<file path="src/rtl/mjdcal_pkg.sv">
package mjdcal_pkg;

  // pipeline depth, shared by control and both datapaths
  localparam int NumStages = 9;

  // input and fraction widths
  localparam int MjdW     = 23;
  localparam int FracBits = 32;

  // accepted day range and julian day offset (jdn + 32044)
  localparam logic signed [MjdW-1:0] MjdLow  = MjdW'(-678575);
  localparam logic signed [MjdW-1:0] MjdHigh = MjdW'(2973483);
  localparam int JdnOffset = 2400001 + 32044;

  // calendar divisors
  localparam int DivG = 146097;
  localparam int DivC = 36524;
  localparam int DivB = 1461;
  localparam int DivA = 365;
  localparam int DivM = 153;
  localparam int YearBase = 4800;

  // internal widths
  localparam int JW  = 23;   // j below 2^23
  localparam int GW  = 6;    // 400-year cycles
  localparam int DgW = 18;   // day in 400-year cycle
  localparam int DcW = 16;   // day in century
  localparam int BW  = 5;    // 4-year cycles in century
  localparam int DbW = 11;   // day in 4-year cycle
  localparam int DaW = 9;    // day in march-based year
  localparam int YW  = 15;   // march-based year

  // ceiling reciprocals, exact since x_max * divisor < 2^shift
  localparam int ShG  = 41;
  localparam int RgW  = 24;
  localparam logic [RgW-1:0] RecG = RgW'(((64'd1 << ShG) + 64'(DivG) - 64'd1) / 64'(DivG));
  localparam int ShB  = 27;
  localparam int RbW  = 17;
  localparam logic [RbW-1:0] RecB = RbW'(((64'd1 << ShB) + 64'(DivB) - 64'd1) / 64'(DivB));
  localparam int ShM  = 20;
  localparam int RmW  = 13;
  localparam logic [RmW-1:0] RecM = RmW'(((64'd1 << ShM) + 64'(DivM) - 64'd1) / 64'(DivM));

  // time of day carried down the pipeline
  typedef struct packed {
    logic [4:0]          hour;
    logic [5:0]          minute;
    logic [5:0]          second;
    logic [FracBits-1:0] frac;
  } tod_t;

  // first day of march-based month m, minus one: (m + 4) * 153 / 5
  function automatic logic [8:0] month_start(input logic [3:0] m);
    logic [8:0] r;
    unique case (m)
      4'd0:    r = 9'd122;
      4'd1:    r = 9'd153;
      4'd2:    r = 9'd183;
      4'd3:    r = 9'd214;
      4'd4:    r = 9'd244;
      4'd5:    r = 9'd275;
      4'd6:    r = 9'd306;
      4'd7:    r = 9'd336;
      4'd8:    r = 9'd367;
      4'd9:    r = 9'd397;
      4'd10:   r = 9'd428;
      4'd11:   r = 9'd459;
      default: r = 9'd122;
    endcase
    return r;
  endfunction

endpackage

</file>
<file path="src/rtl/mjdcal_ctrl.sv">
module mjdcal_ctrl (
  input  logic                             clk_i,
  input  logic                             rst_ni,
  input  logic                             in_valid_i,
  input  logic                             out_ready_i,
  output logic                             in_ready_o,
  output logic                             out_valid_o,
  output logic [mjdcal_pkg::NumStages-1:0] ld_o
);

  logic [mjdcal_pkg::NumStages-1:0] vld_q, vld_d;
  logic [mjdcal_pkg::NumStages:0]   rdy;

  // a stage loads when empty or when its contents move on
  always_comb begin
    rdy[mjdcal_pkg::NumStages] = out_ready_i;
    for (int k = mjdcal_pkg::NumStages - 1; k >= 0; k--) begin
      rdy[k] = ~vld_q[k] | rdy[k+1];
    end
  end

  // valid bits follow the data
  always_comb begin
    for (int k = 0; k < mjdcal_pkg::NumStages; k++) begin
      if (rdy[k]) begin
        vld_d[k] = (k == 0) ? in_valid_i : vld_q[(k == 0) ? 0 : k - 1];
      end else begin
        vld_d[k] = vld_q[k];
      end
    end
  end

  always_ff @(posedge clk_i or negedge rst_ni) begin
    if (!rst_ni) begin
      vld_q <= '0;
    end else begin
      vld_q <= vld_d;
    end
  end

  assign ld_o        = rdy[mjdcal_pkg::NumStages-1:0];
  assign in_ready_o  = rdy[0];
  assign out_valid_o = vld_q[mjdcal_pkg::NumStages-1];

`ifndef SYNTHESIS
  // back pressure only when every stage is occupied
  a_full_stall: assert property (@(posedge clk_i) disable iff (!rst_ni)
    !in_ready_o |-> (&vld_q))
    else $error("input stalled with an empty stage");

  // an accepted transaction occupies the first stage
  a_enter: assert property (@(posedge clk_i) disable iff (!rst_ni)
    (in_valid_i && in_ready_o) |=> vld_q[0])
    else $error("accepted transaction not captured");

  // occupancy grows by one on accept without delivery
  a_grow: assert property (@(posedge clk_i) disable iff (!rst_ni)
    (in_valid_i && in_ready_o && !(out_valid_o && out_ready_i)) |=>
      ($countones(vld_q) == $past($countones(vld_q)) + 1))
    else $error("transaction lost or duplicated on accept");

  // occupancy shrinks by one on delivery without accept
  a_shrink: assert property (@(posedge clk_i) disable iff (!rst_ni)
    (!(in_valid_i && in_ready_o) && out_valid_o && out_ready_i) |=>
      ($countones(vld_q) == $past($countones(vld_q)) - 1))
    else $error("transaction lost or duplicated on delivery");
`endif

endmodule

</file>
<file path="src/rtl/mjdcal_date.sv">
module mjdcal_date (
  input  logic                                    clk_i,
  input  logic [mjdcal_pkg::NumStages-1:0]        ld_i,
  input  logic signed [mjdcal_pkg::MjdW-1:0]      mjd_day_i,
  output logic [13:0]                             year_o,
  output logic [3:0]                              month_o,
  output logic [4:0]                              day_of_month_o
);

  // stage registers
  logic [mjdcal_pkg::JW-1:0]  j0_q, j1_q;
  logic [mjdcal_pkg::GW-1:0]  g1_q, g2_q, g3_q, g4_q, g5_q;
  logic [mjdcal_pkg::DgW-1:0] dg2_q;
  logic [1:0]                 c3_q, c4_q, c5_q;
  logic [mjdcal_pkg::DcW-1:0] dc3_q, dc4_q;
  logic [mjdcal_pkg::BW-1:0]  b4_q, b5_q;
  logic [mjdcal_pkg::DbW-1:0] db5_q;
  logic [mjdcal_pkg::YW-1:0]  y6_q, y7_q;
  logic [mjdcal_pkg::DaW-1:0] da6_q, da7_q;
  logic [3:0]                 m7_q;
  logic [13:0]                year_q;
  logic [3:0]                 month_q;
  logic [4:0]                 dom_q;

  // next values
  logic signed [mjdcal_pkg::MjdW-1:0]       sat;
  logic [mjdcal_pkg::MjdW:0]                jsum;
  logic [mjdcal_pkg::JW+mjdcal_pkg::RgW-1:0] pg;
  logic [mjdcal_pkg::JW-1:0]                gprod;
  logic [1:0]                               c_d;
  logic [mjdcal_pkg::DgW-1:0]               csub;
  logic [mjdcal_pkg::DcW+mjdcal_pkg::RbW-1:0] pb;
  logic [mjdcal_pkg::DcW-1:0]               bprod;
  logic [1:0]                               a_d;
  logic [mjdcal_pkg::DbW-1:0]               asub;
  logic [mjdcal_pkg::YW-1:0]                y_d;
  logic [11:0]                              mnum;
  logic [11+mjdcal_pkg::RmW:0]              pm;
  logic [4:0]                               mq;
  logic [8:0]                               mstart;
  logic [9:0]                               dsum;
  logic                                     carry;
  logic [mjdcal_pkg::YW-1:0]                yr_full;
  logic [3:0]                               mo_d;

  // stage 0: clamp the day and form j
  always_comb begin
    if (mjd_day_i < mjdcal_pkg::MjdLow) begin
      sat = mjdcal_pkg::MjdLow;
    end else if (mjd_day_i > mjdcal_pkg::MjdHigh) begin
      sat = mjdcal_pkg::MjdHigh;
    end else begin
      sat = mjd_day_i;
    end
    jsum = {sat[mjdcal_pkg::MjdW-1], sat} + (mjdcal_pkg::MjdW+1)'(mjdcal_pkg::JdnOffset);
  end

  // stage 1: 400-year cycles by reciprocal
  assign pg = (mjdcal_pkg::JW+mjdcal_pkg::RgW)'(j0_q) *
              (mjdcal_pkg::JW+mjdcal_pkg::RgW)'(mjdcal_pkg::RecG);

  // stage 2: day within 400-year cycle
  assign gprod = mjdcal_pkg::JW'(g1_q) * mjdcal_pkg::JW'(mjdcal_pkg::DivG);

  // stage 3: centuries, capped at three
  always_comb begin
    if (dg2_q >= mjdcal_pkg::DgW'(3 * mjdcal_pkg::DivC)) begin
      c_d = 2'd3;
    end else if (dg2_q >= mjdcal_pkg::DgW'(2 * mjdcal_pkg::DivC)) begin
      c_d = 2'd2;
    end else if (dg2_q >= mjdcal_pkg::DgW'(mjdcal_pkg::DivC)) begin
      c_d = 2'd1;
    end else begin
      c_d = 2'd0;
    end
    csub = mjdcal_pkg::DgW'(c_d) * mjdcal_pkg::DgW'(mjdcal_pkg::DivC);
  end

  // stage 4: 4-year cycles by reciprocal
  assign pb = (mjdcal_pkg::DcW+mjdcal_pkg::RbW)'(dc3_q) *
              (mjdcal_pkg::DcW+mjdcal_pkg::RbW)'(mjdcal_pkg::RecB);

  // stage 5: day within 4-year cycle
  assign bprod = mjdcal_pkg::DcW'(b4_q) * mjdcal_pkg::DcW'(mjdcal_pkg::DivB);

  // stage 6: years, capped at three, and march-based year
  always_comb begin
    if (db5_q >= mjdcal_pkg::DbW'(3 * mjdcal_pkg::DivA)) begin
      a_d = 2'd3;
    end else if (db5_q >= mjdcal_pkg::DbW'(2 * mjdcal_pkg::DivA)) begin
      a_d = 2'd2;
    end else if (db5_q >= mjdcal_pkg::DbW'(mjdcal_pkg::DivA)) begin
      a_d = 2'd1;
    end else begin
      a_d = 2'd0;
    end
    asub = mjdcal_pkg::DbW'(a_d) * mjdcal_pkg::DbW'(mjdcal_pkg::DivA);
    y_d  = mjdcal_pkg::YW'(g5_q) * mjdcal_pkg::YW'(400) +
           mjdcal_pkg::YW'(c5_q) * mjdcal_pkg::YW'(100) +
           mjdcal_pkg::YW'(b5_q) * mjdcal_pkg::YW'(4) + mjdcal_pkg::YW'(a_d);
  end

  // stage 7: march-based month (da*5 + 308) / 153 - 2
  assign mnum = 12'({da6_q, 2'b00}) + 12'(da6_q) + 12'(308);
  assign pm   = (12+mjdcal_pkg::RmW)'(mnum) * (12+mjdcal_pkg::RmW)'(mjdcal_pkg::RecM);
  assign mq   = pm[mjdcal_pkg::ShM+4:mjdcal_pkg::ShM];

  // stage 8: civil year, month and day
  always_comb begin
    mstart  = mjdcal_pkg::month_start(m7_q);
    dsum    = 10'(da7_q) + 10'(123) - 10'(mstart);
    carry   = (m7_q >= 4'd10);
    yr_full = y7_q + mjdcal_pkg::YW'(carry) - mjdcal_pkg::YW'(mjdcal_pkg::YearBase);
    mo_d    = carry ? (m7_q - 4'd9) : (m7_q + 4'd3);
  end

  // pipeline registers
  always_ff @(posedge clk_i) begin
    if (ld_i[0]) begin
      j0_q <= jsum[mjdcal_pkg::JW-1:0];
    end
    if (ld_i[1]) begin
      j1_q <= j0_q;
      g1_q <= pg[mjdcal_pkg::ShG+mjdcal_pkg::GW-1:mjdcal_pkg::ShG];
    end
    if (ld_i[2]) begin
      g2_q  <= g1_q;
      dg2_q <= mjdcal_pkg::DgW'(j1_q - gprod);
    end
    if (ld_i[3]) begin
      g3_q  <= g2_q;
      c3_q  <= c_d;
      dc3_q <= mjdcal_pkg::DcW'(dg2_q - csub);
    end
    if (ld_i[4]) begin
      g4_q  <= g3_q;
      c4_q  <= c3_q;
      dc4_q <= dc3_q;
      b4_q  <= pb[mjdcal_pkg::ShB+mjdcal_pkg::BW-1:mjdcal_pkg::ShB];
    end
    if (ld_i[5]) begin
      g5_q  <= g4_q;
      c5_q  <= c4_q;
      b5_q  <= b4_q;
      db5_q <= mjdcal_pkg::DbW'(dc4_q - bprod);
    end
    if (ld_i[6]) begin
      y6_q  <= y_d;
      da6_q <= mjdcal_pkg::DaW'(db5_q - asub);
    end
    if (ld_i[7]) begin
      y7_q  <= y6_q;
      da7_q <= da6_q;
      m7_q  <= 4'(mq - 5'd2);
    end
    if (ld_i[8]) begin
      year_q  <= yr_full[13:0];
      month_q <= mo_d;
      dom_q   <= dsum[4:0];
    end
  end

  assign year_o         = year_q;
  assign month_o        = month_q;
  assign day_of_month_o = dom_q;

endmodule

</file>
<file path="src/rtl/mjdcal_tod.sv">
module mjdcal_tod (
  input  logic                                  clk_i,
  input  logic [mjdcal_pkg::NumStages-1:0]      ld_i,
  input  logic [31:0]                           day_fraction_i,
  output mjdcal_pkg::tod_t                      tod_o
);

  localparam int FB = mjdcal_pkg::FracBits;

  logic [4:0]    h0_q;
  logic [FB-1:0] f0_q;
  logic [4:0]    h1_q;
  logic [5:0]    mi1_q;
  logic [FB-1:0] f1_q;
  mjdcal_pkg::tod_t tod_q [mjdcal_pkg::NumStages-1:2];

  logic [FB+4:0] p0;
  logic [FB+5:0] p1;
  logic [FB+5:0] p2;

  // hours, minutes, seconds: one scaling per stage
  assign p0 = (FB+5)'(day_fraction_i[FB-1:0]) * (FB+5)'(24);
  assign p1 = (FB+6)'(f0_q) * (FB+6)'(60);
  assign p2 = (FB+6)'(f1_q) * (FB+6)'(60);

  always_ff @(posedge clk_i) begin
    if (ld_i[0]) begin
      h0_q <= p0[FB+4:FB];
      f0_q <= p0[FB-1:0];
    end
    if (ld_i[1]) begin
      h1_q  <= h0_q;
      mi1_q <= p1[FB+5:FB];
      f1_q  <= p1[FB-1:0];
    end
    if (ld_i[2]) begin
      tod_q[2] <= '{hour: h1_q, minute: mi1_q, second: p2[FB+5:FB], frac: p2[FB-1:0]};
    end
    // align with the date path
    for (int k = 3; k < mjdcal_pkg::NumStages; k++) begin
      if (ld_i[k]) begin
        tod_q[k] <= tod_q[k-1];
      end
    end
  end

  assign tod_o = tod_q[mjdcal_pkg::NumStages-1];

endmodule

</file>
<file path="src/rtl/mjd_to_calendar_datetime_top.sv">
// channel  dir  tdata fields, lowest bit first
// s_axis   in   mjd_day[22:0] signed, day_fraction[54:23], zero pad [55]
// m_axis   out  year[13:0], month[17:14], day_of_month[22:18], hour[27:23],
//               minute[33:28], second[39:34], second_fraction[71:40]
//
// one transaction per cycle sustained while m_axis_tready_i is high
// the pipeline depth is set by the chain of reciprocal divisions in the date path
// reset clears only the stage valid bits; no data register is reset
// a stall holds each occupied stage with no empty stage after it, the rest keep filling
// s_axis_tready_o follows m_axis_tready_i through the stage valid bits
module mjd_to_calendar_datetime_top (
  input  logic        clk_i,
  input  logic        rst_ni,
  input  logic        s_axis_tvalid_i,
  output logic        s_axis_tready_o,
  input  logic [55:0] s_axis_tdata_i,   // mjd_day, day_fraction, pad
  output logic        m_axis_tvalid_o,
  input  logic        m_axis_tready_i,
  output logic [71:0] m_axis_tdata_o    // year, month, day_of_month, hour, minute,
                                        // second, second_fraction
);

  logic [mjdcal_pkg::NumStages-1:0] ld;
  logic [13:0]                      year;
  logic [3:0]                       month;
  logic [4:0]                       dom;
  mjdcal_pkg::tod_t                 tod;

  // stage valid bits and load enables
  mjdcal_ctrl u_ctrl (
    .clk_i       (clk_i),
    .rst_ni      (rst_ni),
    .in_valid_i  (s_axis_tvalid_i),
    .out_ready_i (m_axis_tready_i),
    .in_ready_o  (s_axis_tready_o),
    .out_valid_o (m_axis_tvalid_o),
    .ld_o        (ld)
  );

  // calendar date path
  mjdcal_date u_date (
    .clk_i          (clk_i),
    .ld_i           (ld),
    .mjd_day_i      (s_axis_tdata_i[22:0]),
    .year_o         (year),
    .month_o        (month),
    .day_of_month_o (dom)
  );

  // time of day path
  mjdcal_tod u_tod (
    .clk_i          (clk_i),
    .ld_i           (ld),
    .day_fraction_i (s_axis_tdata_i[54:23]),
    .tod_o          (tod)
  );

  // output packing
  assign m_axis_tdata_o = {tod.frac, tod.second, tod.minute, tod.hour, dom, month, year};

endmodule
</file>
<file path="config.mk">
export PLATFORM = sky130hd
export DESIGN_NAME = mjd_to_calendar_datetime_top
export DESIGN_NICKNAME = d
export VERILOG_FILES = /design/src/rtl/mjdcal_pkg.sv /design/src/rtl/mjdcal_ctrl.sv /design/src/rtl/mjdcal_date.sv /design/src/rtl/mjdcal_tod.sv /design/src/rtl/mjd_to_calendar_datetime_top.sv
export SDC_FILE = /design/constraint.sdc
export NUM_CORES = 2
export LEC_CHECK = 0
export BUFFER_PORTS_ARGS = -buffer_cell sky130_fd_sc_hd__clkbuf_2
export CORE_ASPECT_RATIO = 1.25
export CORE_MARGIN = 2
export CORE_UTILIZATION = 25
export CTS_CLUSTER_SIZE = 12
export DETAILED_ROUTE_END_ITERATION = 8
export GPL_TIMING_DRIVEN = 0
export PLACE_DENSITY = 0.42
export SLEW_MARGIN = 10
export SYNTH_ARGS = -nofsm -noshare
export SYNTH_HDL_FRONTEND = slang
export SYNTH_HIERARCHICAL = 1
export SYNTH_SLANG_ARGS = --single-unit
</file>
<file path="constraint.sdc">
create_clock -name clk_i -period 7.4 [get_ports clk_i]
set_input_delay 1.48 -clock clk_i [delete_from_list [all_inputs] [get_ports clk_i]]
set_output_delay 1.48 -clock clk_i [all_outputs]
set_load 0.05 [all_outputs]
</file>
=== Yosys cells after proc, flatten, opt, wreduce, memory -nomap -nowiden ===
Memories as Yosys holds them, arrays and structs flattened. A register that Yosys moved wholly into a read port is not among the register bits.
Index checks and enable logic that the tools add are counted.

* Register bits: 296
* RAM bits: 343
* ROM bits: 144
* Memories: 2

* Add/subtract/negate cells: 17
* $mul: 12
* Magnitude comparators: 9
* Muxes and demuxes: 24
* Bitwise logic cells: 18

{| class="wikitable"
|+ Memories
! memory !! depth !! bits a word !! rd ports !! clocked after Yosys merged registers in !! wr ports !! line !! source
|-
| u_tod.tod_q || 7 || 49 || 7 || 0 || 7 || mjdcal_tod.sv:15 || <nowiki>mjdcal_pkg::tod_t tod_q [mjdcal_pkg::NumStages-1:2];</nowiki>
|-
| (no name shown) || 16 || 9 || 1 || 1 || 0 || mjdcal_pkg.sv:55 || <nowiki>unique case (m)</nowiki>
|}

{| class="wikitable"
|+ Operators by type and width
! kind !! number
|-
| 23-bit by 24-bit multiplier with 47-bit output (second input constant) || 1
|-
| 23-bit 2-to-1 mux || 2
|-
| 18-bit by 17-bit greater-or-equal comparator with 1-bit output (second input constant) || 2
|-
| 30-bit by 4-bit multiplier with 34-bit output (second input constant) || 1
|-
| 32-bit by 2-bit multiplier with 34-bit output (second input constant) || 1
|-
| 29-bit by 4-bit multiplier with 33-bit output (second input constant) || 1
|-
| 16-bit by 15-bit multiplier with 30-bit output (second input constant) || 1
|-
| 23-bit adder (second input constant) || 1
|-
| 23-bit greater-than comparator (second input constant) || 1
|-
| 23-bit by 21-bit less-than comparator with 1-bit output (second input constant) || 1
|-
| 12-bit by 12-bit multiplier with 23-bit output (second input constant) || 1
|-
| 18-bit by 16-bit greater-or-equal comparator with 1-bit output (second input constant) || 1
|-
| 6-bit by 18-bit multiplier with 18-bit output (second input constant) || 1
|-
| 18-bit subtractor || 1
|-
| 1-bit 2-to-1 mux || 16
|-
| 16-bit subtractor || 1
|-
| 14-bit by 1-bit adder with 14-bit output || 1
|-
| 14-bit by 2-bit adder with 14-bit output || 1
|-
| 14-bit by 7-bit adder with 14-bit output || 1
|-
| 14-bit by 9-bit adder with 14-bit output || 1
|-
| 2-bit by 14-bit multiplier with 14-bit output (second input constant) || 1
|-
| 14-bit by 13-bit subtractor with 14-bit output (second input constant) || 1
|-
| 11-bit by 9-bit adder with 12-bit output || 1
|-
| 12-bit by 9-bit adder with 12-bit output (second input constant) || 1
|-
| other kinds (19) || 39
|}

=== Longest topological paths before layout ===
* Depth in word-level cells: 10
* Mapped depth: 38
* Depth with buffers taken out: 38

=== Hierarchy ===
The synthesis kept the hierarchy.

{| class="wikitable"
|+ Modules (own cells, without submodules)
! module !! instances !! cells an instance !! area an instance (um^2) !! sequential area each (um^2)
|-
| mjdcal_date || 1 || 2594 || 28959.0 || 6466.2
|-
| mjdcal_tod || 1 || 1434 || 19338.5 || 10990.5
|-
| mjdcal_ctrl || 1 || 33 || 397.9 || 225.2
|}

=== Worst setup path before layout ===
No wires, ideal clock.

* Kind: reg-to-reg
* Start point: reg u_date/da6_q[1] in the netlist's numbering
* End point: reg, netlist name u_date/mstart[2]
* Setup time: 91 ps
* Data arrival time: 7658 ps
* Required time: 7309 ps
* Slack: -349 ps
* Stages on the path, launching flop included: 36
* Period minus slack after synthesis: 7749 ps
* Path through: edfxtp_1 -> ha_1 -> ha_1 -> fa_1 -> a21oi_1 -> nor2_1 -> nor2_1 -> o21bai_1 -> a21oi_1 -> nor2b_1 -> o21ai_0 -> inv_1 -> ha_1 -> fa_1 -> inv_1 -> fa_1 -> inv_1 -> fa_1 -> ha_1 -> ha_1 -> a21oi_1 -> o21ai_0 -> a2111o_1 -> o21a_1 -> a21oi_1 -> nor2b_1 -> nor2_1 -> xor2_1 -> ha_1 -> xnor2_1 -> xnor2_1 -> xnor2_1 -> xnor2_1 -> mux2i_2 -> a21oi_1 -> a311oi_1

* Cells in the longest elaborated chain, start to end: 5

{| class="wikitable"
|+ Ends and longest elaborated chain
! what !! line !! source
|-
| start: declaration || mjdcal_date.sv:19 || <nowiki>logic [mjdcal_pkg::DaW-1:0] da6_q, da7_q;</nowiki>
|-
| start signal: assignment || mjdcal_date.sv:149 || <nowiki>da6_q <= mjdcal_pkg::DaW'(db5_q - asub);</nowiki>
|-
| 11-bit by 9-bit adder with 12-bit output || mjdcal_date.sv:104 || <nowiki>assign mnum = 12'({da6_q, 2'b00}) + 12'(da6_q) + 12'(308);</nowiki>
|-
| 12-bit by 9-bit adder with 12-bit output || mjdcal_date.sv:104 ||
|-
| 12-bit by 12-bit multiplier with 23-bit output || mjdcal_date.sv:105 || <nowiki>assign pm = (12+mjdcal_pkg::RmW)'(mnum) * (12+mjdcal_pkg::RmW)'(mjdcal_pkg::RecM);</nowiki>
|-
| 4-bit by 2-bit subtractor with 4-bit output || mjdcal_date.sv:154 || <nowiki>m7_q <= 4'(mq - 5'd2);</nowiki>
|-
| 4-bit 2-to-1 mux (no source line) || n/a ||
|}

Every way passes these cells.
A chain may end at the register's enable or synchronous reset.

=== Worst setup path in the final report ===
* Start point: reg u_date/da6_q[4] in the netlist's numbering
* End point: reg, netlist name u_date/mstart[2]

* Cells in the longest elaborated chain, start to end: 5

{| class="wikitable"
|+ Ends and longest elaborated chain
! what !! line
|-
| 11-bit by 9-bit adder with 12-bit output || mjdcal_date.sv:104
|-
| 12-bit by 9-bit adder with 12-bit output || mjdcal_date.sv:104
|-
| 12-bit by 12-bit multiplier with 23-bit output || mjdcal_date.sv:105
|-
| 4-bit by 2-bit subtractor with 4-bit output || mjdcal_date.sv:154
|-
| 4-bit 2-to-1 mux (no source line) || n/a
|}

Every way passes these cells.

==> impl_metrics.json <==
{
  "met1_usage": 0.143,
  "wl_microns": 102000,
  "cts_hold_buf": 0,
  "area_growth_pct": 15.0,
  "tightest_slew_ns": 0.873,
  "die-area_sq_um": 198000,
  "worstPathMaxFanout": 5,
  "fin_area_sq_um": 56000,
  "root_buffer": "clkbuf_16",
  "multi_input_area_sq_um": 27500,
  "maxSlewViolCount": 0,
  "synthTopCellsByArea": "edfxtp_1, fa_1, ha_1",
  "crit_start": "u_date/da6_q[4]",
  "drcViolationCount": 0,
  "layout_common_cells": "inv_1, ha_1, edfxtp_1, fa_1, a21oi_1",
  "cts_made_buffers": 70,
  "hold_depth": 0,
  "status": "finished clean",
  "place_area_sq_um": 52800,
  "hold_start": "u_date/g3_q[3]",
  "grt_usage": 0.106,
  "finalCriticalPeriod_ns": 7.38,
  "hold_path.class": "flip-flop to flip-flop",
  "layout.nets": 5598,
  "synth_edf_count": 578,
  "routabilityCongestion": 0.806,
  "cts_tree": "yes",
  "seq_area_frac_synth": 0.363,
  "synthArstFlopShare": 0.0152,
  "final.setup_skew_ns": 0.0235,
  "setup_viol": 0,
  "r2r_start": "u_date/da6_q[4]",
  "start_kind": "flip-flop",
  "synthCells": 4061,
  "syn_area_per_cell_sq_um": 12.0,
  "hold_end": "u_date/g4_q[3]",
  "required_ns": 7.95,
  "grt_overflow": 0,
  "ios": 134,
  "worst_path_largest_cell_delay_ns": 0.61,
  "grtUsageMet2": 0.178,
  "seqCellArea_sq_um": 17700,
  "clk_pin_slew_ns": 0.06,
  "rr_worst_depth": 36,
  "yosys_warnings": 6,
  "core-area_sq_um": 194000,
  "first_pass_iters": 5,
  "synth-seq-cells": 592,
  "rsz0062_at_grt": "yes",
  "setup_tns_ns": 0,
  "yosysUniqueCellTypes": 93,
  "r2r_setup_slack_ns": 0.02,
  "num_vias": 28100,
  "max_slew_margin": 0.412,
  "grt_max_degree": 58,
  "first_iter_violations": 965,
  "htreeDepth": 3,
  "fp.dieH_microns": 497,
  "synth_flop_cell": "edfxtp_1",
  "critPathArrivalTime_ns": 7.93,
  "fin_ws_ns": 0.0198,
  "grt_pass1_wl_microns": 168000,
  "worstSkewPairLatency_ns": 0.66,
  "rr_endpoint": "u_date/mstart[2]",
  "use_met3": 0.0176,
  "grt.busiest_layer": "met2",
  "finalHoldViolations": 0,
  "synth_top_area_frac": 0.356,
  "max_cap_viol_count": 0,
  "clock-sinks": 592,
  "io_buffer_count": 118,
  "antenna_found_initial": 5,
  "initial_core_util": 0.251,
  "critPathCaptureType": "flip-flop",
  "syn_area_sq_um": 48700,
  "crit_top_cell": "a21oi_2",
  "nFillCells": 20000,
  "critPathSlowestCell": "fa_1",
  "layout_commonest_cell": "inv_1",
  "antenna_left": 0,
  "fmax_mhz": 135,
  "via_per_inst": 4.05,
  "dp_slack_ns": -0.889,
  "post-synth-top-area-cell": "edfxtp_1",
  "row_count": 181,
  "critical_path_class": "flip-flop to flip-flop",
  "grt_pass1_vias": 30500,
  "drive_above_1_share": 0.104,
  "cts_buffer_depth": 3,
  "die_w_microns": 399,
  "wl_per_cell_microns": 14.7,
  "timing.final.crit_share": 0.997,
  "dp_hpwl_microns": 84400
}
## final cells by class
type / instances / area share
Clock inverter: 43 / 0.00820
Multi-Input combinational cell: 2469 / 0.491
Timing Repair Buffer: 189 / 0.0229
Tap cell: 2562 / 0.0572
Inverter: 920 / 0.0617
Sequential cell: 592 / 0.316
Clock buffer: 85 / 0.0327
Antenna cell: 1 / 0.0000447
Buffer: 87 / 0.0103
## per-stage QoR
stage	utilization	instances	hold slack, ns
2_1_floorplan	-	4067	0.400
3_3_place_gp	0.271	6747	0.404
3_5_place_dp	0.272	6763	0.405
4_1_cts	0.287	6921	0.395
5_1_grt	0.288	6947	0.403
6_report	0.288	6948	0.400
## kinds of logic (layout without fill, tap and decap cells)
kind of cell,count (synthesis),count (layout),synth area share
AOI/OAI and AO/OA,553,553,0.0764
xor gates and xnor gates,218,218,0.0392
muxes,11,12,0.00239
and+or+nand+nor,470,470,0.0482
buffers and inverters,1007,1324,0.0828
other,1,8,0.0000770
adders and majority gates,1209,1209,0.388
DFF,592,592,0.363
## metal layers
metal / share of wire / wire length (microns)
met1: 0.47 / 48400
met2: 0.47 / 48400
met3: 0.032 / 3240
met4: 0.019 / 1910
met5: 0.00030 / 31
## Yosys cell counts, drive strengths merged (7+ instances only)
library cell and count:
inv 920, ha 708, edfxtp 578, fa 501
a21oi 175, xnor2 144, nand2 125, nor2 108
o21ai 82, a21o 79, xor2 74, buf 65
nand3 50, nor3 32, o21bai 32, o21a 26
nand2b 24, clkbuf 22, nor2b 22, a211oi 19
a31oi 19, and3 19, nand4 19, o211ai 17
or2 10, a21boi 9, and4 9, dfrtp 9
mux2i 9, nor4 9, or3 9, o2111ai 8
a2111oi 7, a311oi 7, a41o 7, and2 7
nand3b 7
## flip-flops by register name (all words and copies together), names as in the netlist, 11 cells and up
signal	flops
u_date/y7_q	14
u_date/j1_q	18
u_date/dc4_q	11
u_date/j0_q	23
u_date/year_o	14
u_date/db5_q	11
u_tod/f1_q	27
u_date/y6_q	14
u_date/dc3_q	16
u_tod/tod_q	294
u_date/dg2_q	18
u_tod/f0_q	29
## worst max path at each step
stage	endpoint	slack [ns]	cells past startpoint
global route	u_date/mstart[2]	-0.37	36
detailed placement	u_date/mstart[2]	-0.89	37
global placement	u_date/mstart[2]	-0.87	35
finish	u_date/mstart[2]	0.02	36
CTS	u_date/mstart[2]	-0.07	34
floorplan	u_date/mstart[2]	0.02	35
## critical path, delay by kind of cell (launching register included)
| family | cells | cell delay (ns) |
|---|---|---|
| adder cells (fa/ha/maj) | 9 | 2.95 |
| flip-flops | 1 | 0.38 |
| AO/OA/AOI/OAI | 13 | 2.28 |
| AND/OR/NAND/NOR | 2 | 0.17 |
| XOR/XNOR | 6 | 0.87 |
| buffers and inverters | 5 | 0.32 |
| multiplexers | 1 | 0.25 |
## what timing repair did
action                     CTS  global route
pin swaps                   38            29
gates resized for setup     42            22
hold endpoints to repair     0             0
setup endpoints to repair    9             9
gates cloned                 1             0
buffers inserted            29            26
Power is left out: the tool's default activity adds up to more than one toggle a clock period on the data nets, which glitch-free logic cannot reach.
